**src/rtl/ldma_pkg.sv**
```systemverilog
// Package for the moving-average landing detector.
// Widths, register indexes, item kinds and datapath command/status types.
package ldma_pkg;

  localparam int WindowDefault = 10;
  localparam int SampleW = 16;
  localparam int CfgW = 12;
  localparam int CountW = 10;
  localparam int CfgIdxW = 3;
  localparam int KindW = 3;
  localparam logic [CountW-1:0] CountMax = '1;

  // register indexes
  localparam logic [CfgIdxW-1:0] RegNearMargin  = 3'd0;
  localparam logic [CfgIdxW-1:0] RegTightMargin = 3'd1;
  localparam logic [CfgIdxW-1:0] RegAccelLimit  = 3'd2;
  localparam logic [CfgIdxW-1:0] RegVelLimit    = 3'd3;
  localparam logic [CfgIdxW-1:0] RegDwellTicks  = 3'd4;
  localparam logic [CfgIdxW-1:0] RegGroundWait  = 3'd5;

  // item kinds
  localparam logic [KindW-1:0] KindAlt   = 3'd0;
  localparam logic [KindW-1:0] KindAccel = 3'd1;
  localparam logic [KindW-1:0] KindVel   = 3'd2;
  localparam logic [KindW-1:0] KindTick  = 3'd3;
  localparam logic [KindW-1:0] KindStart = 3'd4;

  // controller to datapath
  typedef struct packed {
    logic       push;      // start a window push (sum update, latch sample)
    logic [1:0] sel;       // window selected
    logic       div_start; // start mean division
    logic       start;     // arm detection
    logic       tick;      // evaluate rules on a tick
  } dp_cmd_t;

  // datapath to controller
  typedef struct packed {
    logic div_busy;
  } dp_sts_t;

endpackage

```
**src/rtl/ldma_ctrl.sv**
```systemverilog
// Controller FSM of the landing detector: sequences push, divide and tick.
// Depends on ldma_pkg.
module ldma_ctrl (
  input  logic                       clk,
  input  logic                       rst_n,
  input  logic                       in_valid,
  input  logic [ldma_pkg::KindW-1:0] in_kind,
  output logic                       in_ready,
  input  logic                       out_busy,
  output logic                       out_load,
  output ldma_pkg::dp_cmd_t          cmd,
  input  ldma_pkg::dp_sts_t          sts
);

  typedef enum logic [1:0] {S_IDLE, S_SUM, S_DIV, S_WAIT} state_t;
  state_t state_r, state_nxt;

  logic fire;
  assign in_ready = (state_r == S_IDLE) && !out_busy;
  assign fire = in_valid && in_ready;

  // next state and commands
  always_comb begin
    state_nxt = state_r;
    cmd = '0;
    out_load = 1'b0;
    cmd.sel = in_kind[1:0];
    case (state_r)
      S_IDLE: begin
        if (fire) begin
          case (in_kind)
            ldma_pkg::KindAlt, ldma_pkg::KindAccel, ldma_pkg::KindVel: begin
              cmd.push = 1'b1;
              state_nxt = S_SUM;
            end
            ldma_pkg::KindStart: cmd.start = 1'b1;
            ldma_pkg::KindTick: begin
              cmd.tick = 1'b1;
              out_load = 1'b1;
            end
            default: ;
          endcase
        end
      end
      // window sum and fill are updated in this cycle
      S_SUM: state_nxt = S_DIV;
      S_DIV: begin
        cmd.div_start = 1'b1;
        state_nxt = S_WAIT;
      end
      S_WAIT: if (!sts.div_busy) state_nxt = S_IDLE;
      default: state_nxt = S_IDLE;
    endcase
  end

  // state register
  always_ff @(posedge clk) begin
    if (!rst_n) state_r <= S_IDLE;
    else state_r <= state_nxt;
  end

endmodule

```
**config.mk**
```make
export PLATFORM = sky130hd
export DESIGN_NAME = ldma_ctrl
export DESIGN_NICKNAME = d
export VERILOG_FILES = /design/src/rtl/ldma_pkg.sv /design/src/rtl/ldma_ctrl.sv
export SDC_FILE = /design/constraint.sdc
export NUM_CORES = 1
export LEC_CHECK = 0
export BUFFER_PORTS_ARGS = -buffer_cell sky130_fd_sc_hd__buf_2
export CAP_MARGIN = 20
export CORE_AREA = 2 2 39 41
export CTS_BUF_LIST = sky130_fd_sc_hd__clkbuf_16
export DETAILED_ROUTE_END_ITERATION = 6
export DIE_AREA = 0 0 41 43
export HOLD_SLACK_MARGIN = 0.08
export MAX_ROUTING_LAYER = met4
export SLEW_MARGIN = 30
export SYNTH_ARGS = -nofsm -noshare
export SYNTH_HDL_FRONTEND = slang
export SYNTH_SLANG_ARGS = --single-unit
export TNS_END_PERCENT = 5
```
**constraint.sdc**
```tcl
create_clock -name clk -period 2.7 [get_ports clk]
set_clock_uncertainty 0.05 [all_clocks]
set_input_delay 0.135 -clock clk [delete_from_list [all_inputs] [get_ports clk]]
set_output_delay 0.135 -clock clk [all_outputs]
set_load 0.005 [all_outputs]
```
==> flow_summary.json <==
{
  "status": "complete, no violations",
  "antenna_found_initial": 0,
  "syn2layout_area_growth_pct": 65.6,
  "overflow": 0,
  "p_leak_nw": 0.194,
  "synth_area_per_cell_um2": 8.34,
  "path_cells": "inv_1 > ha_1 > nor2b_2 > nand2_1 > nor3_1 > buf_2",
  "post-route-util": 0.269,
  "postLayoutCellArea_um2": 373,
  "ir_worst_vdd_uv": 349,
  "setup_violations": 0,
  "synth_top_area_cell": "ha_1",
  "slowest_delay_ns": 0.31,
  "timing.final.ws_setup_ns": 1.12,
  "hold_buffers": 0,
  "regMostFlops": "state_r",
  "die_area_mm2": 0.00176,
  "slew-limit-headroom": 0.850,
  "fp.coreArea_mm2": 0.00138,
  "synth_top_area_share": 0.222,
  "p_sw_mw": 0.102,
  "hpwl_um": 384,
  "power.share.combinational": 0.300,
  "drive_above_1_share": 0.500,
  "layoutNonFillerInstCount": 58,
  "setup_tns_ns": 0,
  "final_cell_mix": "15 x buf_2, 5 x nand2_1, 4 x ha_1, 3 x inv_1, 3 x clkbuf_16",
  "p_per_area_mw_per_mm2": 1050,
  "reg_top3": "state_r (2)",
  "cp_slowest_cell": "dfxtp_1",
  "grt_pass1_wl_um": 731,
  "hp-class": "input pin to flop",
  "yosysUniqueCellTypes": 14,
  "numCtsBuffers": 3,
  "start_util": 0.163,
  "preCtsSetupSlack_ns": 1.34,
  "finalPower_mw": 0.392,
  "drv_slew": 0,
  "required_ns": 2.52,
  "cp-end-kind": "output port",
  "cts_resized": 0,
  "clkTransAtPathRegs_ns": 0.03,
  "cap_violations": 0,
  "fin_crit_sh": 0.586,
  "antennaDiodeCount": 0,
  "seq_area_frac_synth": 0.178,
  "crit_arrival_ns": 1.40,
  "dpl-instance-area_um2": 298,
  "grt_max_degree": 5,
  "drc": 0,
  "die_h_um": 43,
  "rsz0062_at_grt": "false",
  "mostFrequentLayoutCell": "buf_2",
  "gp_congestion": 0.754,
  "nets": 56,
  "cts_setup_buffers": 0,
  "wl_per_cell_um": 8.10,
  "whs_ns": 0.152,
  "seq_power_share": 0.134,
  "synth.area.top_cells": "ha_1 22%, dfxtp_1 18%, buf_4 10%",
  "place.port_buffers": 15,
  "grt_pass1_vias": 203,
  "crit_fanout": 3,
  "finalHoldViolations": 0,
  "reg2reg_from": "state_r[1]",
  "htreeDepth": 1,
  "fin_crit_ns": 1.58,
  "vias": 221,
  "worstSetupPathType": "flop to output port",
  "clk_path_buf_depth": 2,
  "p_sw_frac": 0.261,
  "cts_sinks": 2,
  "min_from": "rst_n",
  "clockPowerShare": 0.567,
  "viasPerCell": 3.81,
  "ys_ff_latch": 2,
  "fillers": 141,
  "io-pin-count": 16,
  "clk_latency_ns": 0.22,
  "path_delay_family": "simple AND/OR/NAND/NOR gates",
  "netlist_area_um2": 225,
  "grt_usage": 0.0637,
  "start_kind": "flop",
  "cts_root_buffer": "clkbuf_16",
  "startpoint": "state_r[0]",
  "cts_tree": "yes",
  "drt_iter0_drc": 1,
  "rows": 14,
  "drt_wl_total_um": 470,
  "ant_nets": 0,
  "fp.dieW_um": 41,
  "cp_num_buf_inv": 2,
  "largest_reg_flops": 2,
  "power.internal_mw": 0.289,
  "ys_warn_count": 0,
  "dp.cells": 55,
  "syn_inst": 27,
  "syn_nets": 39,
  "worst_pin_slew_ns": 0.222,
  "fmax_mhz": 632,
  "first_pass_iters": 2
}
## cell usage after synthesis
cell type and count:
nand2_1 5, ha_1 4, buf_4 3, inv_1 3, dfxtp_1 2, mux2i_1 2, a21oi_1 1, a21oi_2 1
a41oi_2 1, nor2b_2 1, nor3_1 1, nor3b_1 1, nor4_1 1, o21ai_0 1
## area by class of cell
type                            count  area [um2]  share of cell area
Tap cell                           16        20.0              0.0537
Clock buffer                        3        75.1               0.201
Sequential cell                     2        40.0               0.107
Timing Repair Buffer               15        75.1               0.201
Inverter                            3        11.3              0.0302
Multi-Input combinational cell     19         151               0.406
## kinds of logic (layout without fill, tap and decap cells)
logic type | count (synthesis) | count (layout) | share of synthesized area
muxes | 2 | 2 | 0.0889
DFF | 2 | 2 | 0.178
and+or+nand+nor | 9 | 9 | 0.206
buffers and inverters | 6 | 21 | 0.150
adders and majority gates | 4 | 4 | 0.222
AOI/OAI and AO/OA | 4 | 4 | 0.156
## power by group through the flow
stage               Combinational (mW)  Sequential (mW)  Clock (mW)
floorplan                       0.0880           0.0503           0
global placement                 0.119           0.0530           0
global route                     0.138           0.0561       0.230
detailed placement               0.118           0.0533           0
finish                           0.117           0.0523       0.222
CTS                              0.120           0.0524       0.227
## worst min-delay path, cell delays in order
cell	delay, ns
buf_2	0.12
nand2_1	0.06
mux2i_1	0.05
## routing by layer
metal,up-vias,global-route usage,part of all wire
met1,91,0.0799,0.47
met2,11,0.0781,0.43
met3,0,0.0157,0.098
li1,119,-,-
met4,0,0.0600,0
met5,-,-,0
## path summary, 6_finish.rpt
| check | to | cells past startpoint | slack, ns |
|---|---|---|---|
| worst max-delay path | out_load | 6 | 1.12 |
| worst min register to register | state_r[0] | 2 | 0.43 |
| worst min-delay path | state_r[0] | 3 | 0.15 |
| worst max register to register | state_r[1] | 4 | 1.49 |
No activity file was read; power rests on OpenSTA's default activity.
