$ cat src/rtl/ldma_pkg.sv
// Package for the moving-average landing detector.
// Widths, register indexes, item kinds and datapath command/status types.
package ldma_pkg;

  localparam int WindowDefault = 10;
  localparam int SampleW = 16;
  localparam int CfgW = 12;
  localparam int CountW = 10;
  localparam int CfgIdxW = 3;
  localparam int KindW = 3;
  localparam logic [CountW-1:0] CountMax = '1;

  // register indexes
  localparam logic [CfgIdxW-1:0] RegNearMargin  = 3'd0;
  localparam logic [CfgIdxW-1:0] RegTightMargin = 3'd1;
  localparam logic [CfgIdxW-1:0] RegAccelLimit  = 3'd2;
  localparam logic [CfgIdxW-1:0] RegVelLimit    = 3'd3;
  localparam logic [CfgIdxW-1:0] RegDwellTicks  = 3'd4;
  localparam logic [CfgIdxW-1:0] RegGroundWait  = 3'd5;

  // item kinds
  localparam logic [KindW-1:0] KindAlt   = 3'd0;
  localparam logic [KindW-1:0] KindAccel = 3'd1;
  localparam logic [KindW-1:0] KindVel   = 3'd2;
  localparam logic [KindW-1:0] KindTick  = 3'd3;
  localparam logic [KindW-1:0] KindStart = 3'd4;

  // controller to datapath
  typedef struct packed {
    logic       push;      // start a window push (sum update, latch sample)
    logic [1:0] sel;       // window selected
    logic       div_start; // start mean division
    logic       start;     // arm detection
    logic       tick;      // evaluate rules on a tick
  } dp_cmd_t;

  // datapath to controller
  typedef struct packed {
    logic div_busy;
  } dp_sts_t;

endpackage

$ cat src/rtl/ldma_dp.sv
// Datapath: three sliding windows, serial mean divider, ground and dwell rules.
// Depends on ldma_pkg.
module ldma_dp #(
  parameter int WINDOW = ldma_pkg::WindowDefault
) (
  input  logic                               clk,
  input  logic                               rst_n,
  input  ldma_pkg::dp_cmd_t                  cmd,
  output ldma_pkg::dp_sts_t                  sts,
  input  logic signed [ldma_pkg::SampleW-1:0] sample,
  input  logic [ldma_pkg::CfgW-1:0]          near_margin,
  input  logic [ldma_pkg::CfgW-1:0]          tight_margin,
  input  logic [ldma_pkg::CfgW-1:0]          accel_limit,
  input  logic [ldma_pkg::CfgW-1:0]          vel_limit,
  input  logic [ldma_pkg::CountW-1:0]        dwell_ticks,
  input  logic [ldma_pkg::CountW-1:0]        ground_wait,
  output logic                               r_landed,
  output logic                               r_height_ok,
  output logic                               r_accel_ok,
  output logic                               r_vel_ok,
  output logic                               r_ground_valid,
  output logic signed [ldma_pkg::SampleW-1:0] r_alt_mean
);

  localparam int IdxW = (WINDOW > 1) ? $clog2(WINDOW) : 1;
  localparam int FillW = $clog2(WINDOW + 1);
  localparam int SumW = ldma_pkg::SampleW + FillW;
  localparam int MagW = SumW;
  localparam int StepW = $clog2(MagW + 1);
  localparam int BndW = SumW + 2;
  localparam int ProdW = BndW + FillW + 1;
  localparam logic [FillW-1:0] FillFull = FillW'(WINDOW);
  localparam logic [IdxW-1:0] HeadLast = IdxW'(WINDOW - 1);

  // window memories
  logic signed [ldma_pkg::SampleW-1:0] win0 [WINDOW];
  logic signed [ldma_pkg::SampleW-1:0] win1 [WINDOW];
  logic signed [ldma_pkg::SampleW-1:0] win2 [WINDOW];
  logic signed [SumW-1:0] sum_r [3];
  logic [FillW-1:0] fill_r [3];
  logic [IdxW-1:0] head_r [3];
  logic signed [ldma_pkg::SampleW-1:0] mean0_r;

  logic signed [ldma_pkg::SampleW-1:0] old_r, smp_r;
  logic [1:0] sel_r;
  logic phase_r;

  logic signed [ldma_pkg::SampleW-1:0] ground_r;
  logic ground_set_r;
  logic [ldma_pkg::CountW-1:0] ticks_r;
  logic [ldma_pkg::CountW-1:0] dwell_r [3];
  logic [1:0] still_r;
  logic active_r, landed_r;

  // divider
  logic [MagW-1:0] quo_r, rem_r;
  logic [StepW-1:0] cnt_r;
  logic neg_r, busy_r;
  logic [MagW:0] rem_sh;
  logic phase_done_r;

  assign sts.div_busy = busy_r;

  // push: read oldest entry in first cycle, update sum in the next
  always_ff @(posedge clk) begin
    if (cmd.push) begin
      sel_r <= cmd.sel;
      smp_r <= sample;
      case (cmd.sel)
        2'd0: old_r <= win0[head_r[0]];
        2'd1: old_r <= win1[head_r[1]];
        default: old_r <= win2[head_r[2]];
      endcase
    end
    if (phase_r) begin
      case (sel_r)
        2'd0: win0[head_r[0]] <= smp_r;
        2'd1: win1[head_r[1]] <= smp_r;
        default: win2[head_r[2]] <= smp_r;
      endcase
    end
  end

  always_ff @(posedge clk) begin
    if (!rst_n) begin
      phase_r <= 1'b0;
      for (int i = 0; i < 3; i++) begin
        sum_r[i] <= '0;
        fill_r[i] <= '0;
        head_r[i] <= '0;
      end
    end else begin
      phase_r <= cmd.push;
      if (phase_r) begin
        sum_r[sel_r] <= sum_r[sel_r] + SumW'(smp_r)
                        - ((fill_r[sel_r] == FillFull) ? SumW'(old_r) : SumW'(0));
        head_r[sel_r] <= (head_r[sel_r] == HeadLast) ? '0 : head_r[sel_r] + 1'b1;
        if (fill_r[sel_r] != FillFull) fill_r[sel_r] <= fill_r[sel_r] + 1'b1;
      end
    end
  end

  // one-shot marker that a division has just finished
  always_ff @(posedge clk) begin
    if (!rst_n) phase_done_r <= 1'b0;
    else phase_done_r <= busy_r && (cnt_r == StepW'(1));
  end

  // restoring divider, one quotient bit per cycle; only altitude mean is kept
  assign rem_sh = {rem_r, quo_r[MagW-1]};
  always_ff @(posedge clk) begin
    if (!rst_n) begin
      busy_r <= 1'b0;
      mean0_r <= '0;
      cnt_r <= '0;
    end else if (cmd.div_start) begin
      busy_r <= 1'b1;
      neg_r <= sum_r[sel_r][SumW-1];
      quo_r <= sum_r[sel_r][SumW-1] ? MagW'(-sum_r[sel_r]) : MagW'(sum_r[sel_r]);
      rem_r <= '0;
      cnt_r <= StepW'(MagW);
    end else if (busy_r) begin
      if (rem_sh >= (MagW+1)'(fill_r[sel_r])) begin
        rem_r <= MagW'(rem_sh - (MagW+1)'(fill_r[sel_r]));
        quo_r <= {quo_r[MagW-2:0], 1'b1};
      end else begin
        rem_r <= MagW'(rem_sh);
        quo_r <= {quo_r[MagW-2:0], 1'b0};
      end
      cnt_r <= cnt_r - 1'b1;
      if (cnt_r == StepW'(1)) begin
        busy_r <= 1'b0;
      end
    end else if (phase_done_r && sel_r == 2'd0) begin
      mean0_r <= neg_r ? ldma_pkg::SampleW'(-quo_r) : ldma_pkg::SampleW'(quo_r);
    end
  end

  // rule evaluation
  logic signed [BndW-1:0] nb, tb;
  logic signed [ProdW-1:0] nbf, tbf, abf, vbf;
  logic near, vnear, asml, vsml;
  logic [ldma_pkg::CountW-1:0] hinc, ainc, vinc;
  logic h_ok, a_ok, v_ok;

  always_comb begin
    nb = BndW'(ground_r) + BndW'(near_margin);
    tb = BndW'(ground_r) + BndW'(tight_margin);
    nbf = ProdW'(nb) * ProdW'($signed({1'b0, fill_r[0]}));
    tbf = ProdW'(tb) * ProdW'($signed({1'b0, fill_r[0]}));
    abf = ProdW'($signed({1'b0, accel_limit})) * ProdW'($signed({1'b0, fill_r[1]}));
    vbf = ProdW'($signed({1'b0, vel_limit})) * ProdW'($signed({1'b0, fill_r[2]}));
    near = (fill_r[0] == '0) ? (nb >= 0) : (ProdW'(sum_r[0]) <= nbf);
    vnear = (fill_r[0] == '0) ? (tb >= 0) : (ProdW'(sum_r[0]) <= tbf);
    asml = (ProdW'(sum_r[1]) <= abf) && (ProdW'(sum_r[1]) >= -abf);
    vsml = (ProdW'(sum_r[2]) <= vbf) && (ProdW'(sum_r[2]) >= -vbf);
    hinc = (dwell_r[0] == ldma_pkg::CountMax) ? dwell_r[0] : dwell_r[0] + 1'b1;
    ainc = (dwell_r[1] == ldma_pkg::CountMax) ? dwell_r[1] : dwell_r[1] + 1'b1;
    vinc = (dwell_r[2] == ldma_pkg::CountMax) ? dwell_r[2] : dwell_r[2] + 1'b1;
    h_ok = active_r && near && (hinc > dwell_ticks);
    a_ok = active_r && near && asml && still_r[0] && (ainc > dwell_ticks);
    v_ok = active_r && vnear && vsml && still_r[1] && (vinc > dwell_ticks);
  end

  // detector state
  always_ff @(posedge clk) begin
    if (!rst_n) begin
      ground_r <= '0;
      ground_set_r <= 1'b0;
      ticks_r <= '0;
      still_r <= '0;
      active_r <= 1'b0;
      landed_r <= 1'b0;
      for (int i = 0; i < 3; i++) dwell_r[i] <= '0;
    end else begin
      if (cmd.push && cmd.sel == 2'd0 && !ground_set_r && ticks_r >= ground_wait) begin
        ground_r <= sample;
        ground_set_r <= 1'b1;
      end
      if (cmd.start) begin
        active_r <= 1'b1;
        still_r <= '0;
        for (int i = 0; i < 3; i++) dwell_r[i] <= '0;
      end
      if (cmd.tick) begin
        if (ticks_r != ldma_pkg::CountMax) ticks_r <= ticks_r + 1'b1;
        if (active_r) begin
          dwell_r[0] <= near ? hinc : '0;
          if (near && asml) begin
            still_r[0] <= 1'b1;
            dwell_r[1] <= still_r[0] ? ainc : '0;
          end else begin
            still_r[0] <= 1'b0;
            dwell_r[1] <= '0;
          end
          if (vnear && vsml) begin
            still_r[1] <= 1'b1;
            dwell_r[2] <= still_r[1] ? vinc : '0;
          end else begin
            still_r[1] <= 1'b0;
            dwell_r[2] <= '0;
          end
          if (h_ok || a_ok || v_ok) landed_r <= 1'b1;
        end
      end
    end
  end

  assign r_landed = landed_r || h_ok || a_ok || v_ok;
  assign r_height_ok = h_ok;
  assign r_accel_ok = a_ok;
  assign r_vel_ok = v_ok;
  assign r_ground_valid = ground_set_r;
  assign r_alt_mean = mean0_r;

endmodule

$ cat config.mk
export PLATFORM = sky130hd
export DESIGN_NAME = ldma_dp
export DESIGN_NICKNAME = d
export VERILOG_FILES = /design/src/rtl/ldma_pkg.sv /design/src/rtl/ldma_dp.sv
export SDC_FILE = /design/constraint.sdc
export NUM_CORES = 2
export LEC_CHECK = 0
export BUFFER_PORTS_ARGS = -buffer_cell sky130_fd_sc_hd__buf_2
export CORE_MARGIN = 2
export CORE_UTILIZATION = 61
export DETAILED_ROUTE_END_ITERATION = 12
export MAX_ROUTING_LAYER = met4
export PLACE_DENSITY = 0.78
export REMOVE_ABC_BUFFERS = 1
export SYNTH_ARGS = -nofsm -noshare
export SYNTH_HDL_FRONTEND = slang
export SYNTH_SLANG_ARGS = --single-unit
$ cat constraint.sdc
create_clock -name clk -period 11.9 [get_ports clk]
set_clock_uncertainty 0.2 [all_clocks]
set_input_delay 0 -clock clk [delete_from_list [all_inputs] [get_ports clk]]
set_output_delay 0 -clock clk [all_outputs]
set_load 0.01 [all_outputs]
==> flow_summary.toml <==
[status]
run_status = "finished clean"

[place]
io_buffers = 113
place.gp.congestion = 0.896
place_ws_ps = 3100
hpwl_mm = 74.9
dpl_cell_area_um2 = 47600
place_inst = 4846

[timing]
fin_crit_ps = 9520
tns_ps = 0
worst_slew_pin_slew_ps = 1330
final.period_utilization = 0.800
finalHoldViolations = 0
setup_viol = 0
whs_ps = 61.2
fmax_mhz = 105
relSlewSlack = 0.116
fin_ws_ps = 2380
slew_viol_final = 0
rsz0062_at_grt = "no"

[setup_path]
cp_slowest_stage_delay_ps = 640
crit_top_cell = "ha_1"
crit_path_end_kind = "output port"
slowest_stage = "a2111oi_0"
crit_type = "register to output port"
cp.buffers_inverters = 3
cp_max_fo = 13
critPathRequiredTime_ps = 11700
worstRegToRegCells = 33
worst_setup_path_start_kind = "register"
r2r_end = "landed_r"
startpoint = "ground_r[0]"
r2r_start = "ground_r[0]"
rrSetupSlack_ps = 3040
critPathArrivalTime_ps = 9320
cpLargestDelayFamily = "compound AO/OA/AOI/OAI gates"
cp_num_cells = 34
endpoint = "r_landed"

[yosys]
synthDominantCellAreaShare = 0.452
yosys-top-cells-count = "edfxtp_1, ha_1, inv_1"
syn_area_per_cell_um2 = 11.9
yosys.area.top_type = "edfxtp_1"
ys_types = 78
synthTopCellsByArea = "edfxtp_1, ha_1, mux4_2"
synthFlopType = "edfxtp_1"
synth.most_common_cell = "edfxtp_1"
ys_ff_latch = 754
synth_edf_count = 687
synth_cells = 3825
yosysSeqAreaShare = 0.481
async_flop_share = 0
syn_area_um2 = 45700
yosysWarnings = 0

[drt]
wl_mm = 110
vias = 30900
top_layer = "met4"
ant_nets = 0
routedWlPerCell_um = 21.9
route.detailed.drc = 0
met2WireLength_mm = 54.4
viasPerCell = 6.15
met1Wirelength_mm = 42.8
drt_iter0_drc = 2865
firstDrtPassIters = 8
met3_length_mm = 7.97

[clock_tree]
htree_num_levels = 3
root_buffer = "clkbuf_16"
clkTransAtPathRegs_ps = 60
cts.sinks = 754
clkLatencyLatePin_ps = 650
cts_tree = "yes"
numCtsBuffers = 77
cts_resized = 0
clk_path_buf_depth = 3

[worst_hold_path]
min_path_type = "primary input to register"

[grt]
track_usage = 0.296
grt_start_max_net_pins = 63
grt_antenna_before_repair = 4
grt_pass1_vias = 31000
overflow = 0
grt_pass1_wl_mm = 172

[flow_run]
max_cap_viol_count = 0

[pwr]
p_comb_frac = 0.192
switchingPower_mw = 1.92
switching_share = 0.280
p_leak_nw = 20.5
p_seq_frac = 0.445
power_density_nw_per_um2 = 135
clockPowerShare = 0.363
internal-power_mw = 4.93
peakVddDrop_uv = 152

[die]
die-area_um2 = 77100
initial_core_util = 0.615
rows = 100
die_h_um = 278
core_region_area_um2 = 74300
die_x_um = 278
num_io_pins = 114

[cells_and_area]
drive_above_1_share = 0.120
stdcell_area_um2 = 50600
fin_cells = 5032
area_delta_synth_final_pct = 10.8
nNetsFinal = 4575
==> power by group through the flow <==
| stage | clock [mW] | sequential, mW | combinational, mW |
|---|---|---|---|
| 5_1_grt | 2.60 | 3.05 | 1.47 |
| 3_3_place_gp | 0 | 3.10 | 1.25 |
| 2_1_floorplan | 0 | 3.12 | 0.885 |
| 4_1_cts | 2.50 | 3.05 | 1.31 |
| 6_report | 2.48 | 3.05 | 1.32 |
| 3_5_place_dp | 0 | 3.10 | 1.28 |
==> kinds of logic after synthesis <==
logic type | after synthesis | share of synthesized area
buf+inv | 474 | 0.0391
mux | 194 | 0.0772
simple gates | 1143 | 0.127
fa+ha+maj | 485 | 0.155
compound gates | 571 | 0.0816
xor+xnor | 204 | 0.0391
flops | 754 | 0.481
==> cells in the final DEF, fill, tap and decap left out, types with 23 or more instances in the layout <==
cell type      Yosys  layout
nand2b_1          34      34
clkbuf_16          0      77
mux2_2            27      27
nand4_1           38      38
dlygate4sd3_1      0      42
xnor2_1          129     129
fa_1             132     132
buf_2              4     113
buf_4              1      77
nand2_1          271     271
a21oi_1          170     170
o21ai_0           99      98
ha_1             353     353
a21o_1            50      50
nand3_1           77      77
nor3_1            71      63
dfxtp_1           67      66
mux4_2           124     124
and2_1           168     169
edfxtp_1         687     687
mux2i_1           43      43
nor2b_1          105     105
and3_1            40      40
a22oi_1           33      33
a211oi_1          54      54
xor2_1            75      75
inv_1            336     336
o21a_1            31      30
or3_1             23      23
nor2_1           239     236
==> worst min path at each step <==
stage	startpoint	to	slack, ps	depth (start not counted)
final	sample[5]	ground_r[5]	60	4
after global routing	cmd[3]	register	80	3
after CTS	sample[7]	ground_r[7]	20	4
after detailed placement	sample[11]	smp_r[11]	-6	1
after global placement	sample[11]	smp_r[11]	-3	1
after floorplan	cmd[3]	sel_r[0]	-100	0
==> registers in the layout, indices dropped and copies added, names as in the netlist, named ones only <==
signal          flops
ticks_r            10
cnt_r               5
head_r             16
sum_r              80
win2              160
landed_r            1
smp_r              16
r_ground_valid      1
phase_r             1
phase_done_r        1
quo_r              20
active_r            1
win1              160
still_r             2
sts                 1
dwell_r            30
old_r              16
rem_r              20
r_alt_mean         16
win0              160
ground_r           16
fill_r             16
neg_r               1
sel_r               2
==> area by class of cell <==
type                            count  area, um^2
Sequential cell                   754       22000
Timing Repair Buffer              232        1560
Clock inverter                     42         569
Tap cell                          969        1210
Clock buffer                       99        2040
Fill cell                        5229       23700
Multi-Input combinational cell   2597       22000
Antenna cell                        3        7.51
Inverter                          336        1260
==> per-layer routing <==
metal / vias to the layer above / GRT usage
met5: - / -
met4: 0 / 0.125
met3: 288 / 0.0429
met2: 1217 / 0.491
met1: 15200 / 0.367
li1: 14200 / -
==> what timing repair did <==
action / in CTS / in global routing
hold buffers: 42 / 0
setup endpoints to repair: 0 / 0
buffers inserted: 0 / 0
endpoints found under the hold margin: 150 / 0
==> worst reg2reg max path, delay by kind of cell (launching register included) <==
kind | cells | cell delay [ps]
AO/OA/AOI/OAI | 14 | 3480
XOR/XNOR | 3 | 610
adder cells (fa/ha/maj) | 7 | 2530
buffers and inverters | 2 | 290
flip-flops | 1 | 350
AND/OR/NAND/NOR | 7 | 1350
==> stage by stage <==
step / utilization / power, mW
floorplan: - / 4.01
global placement: 0.640 / 4.34
detailed placement: 0.640 / 4.38
CTS: 0.681 / 6.85
global route: 0.681 / 7.12
finish: 0.681 / 6.85
Note: power is estimated with default switching activity, not from simulation.
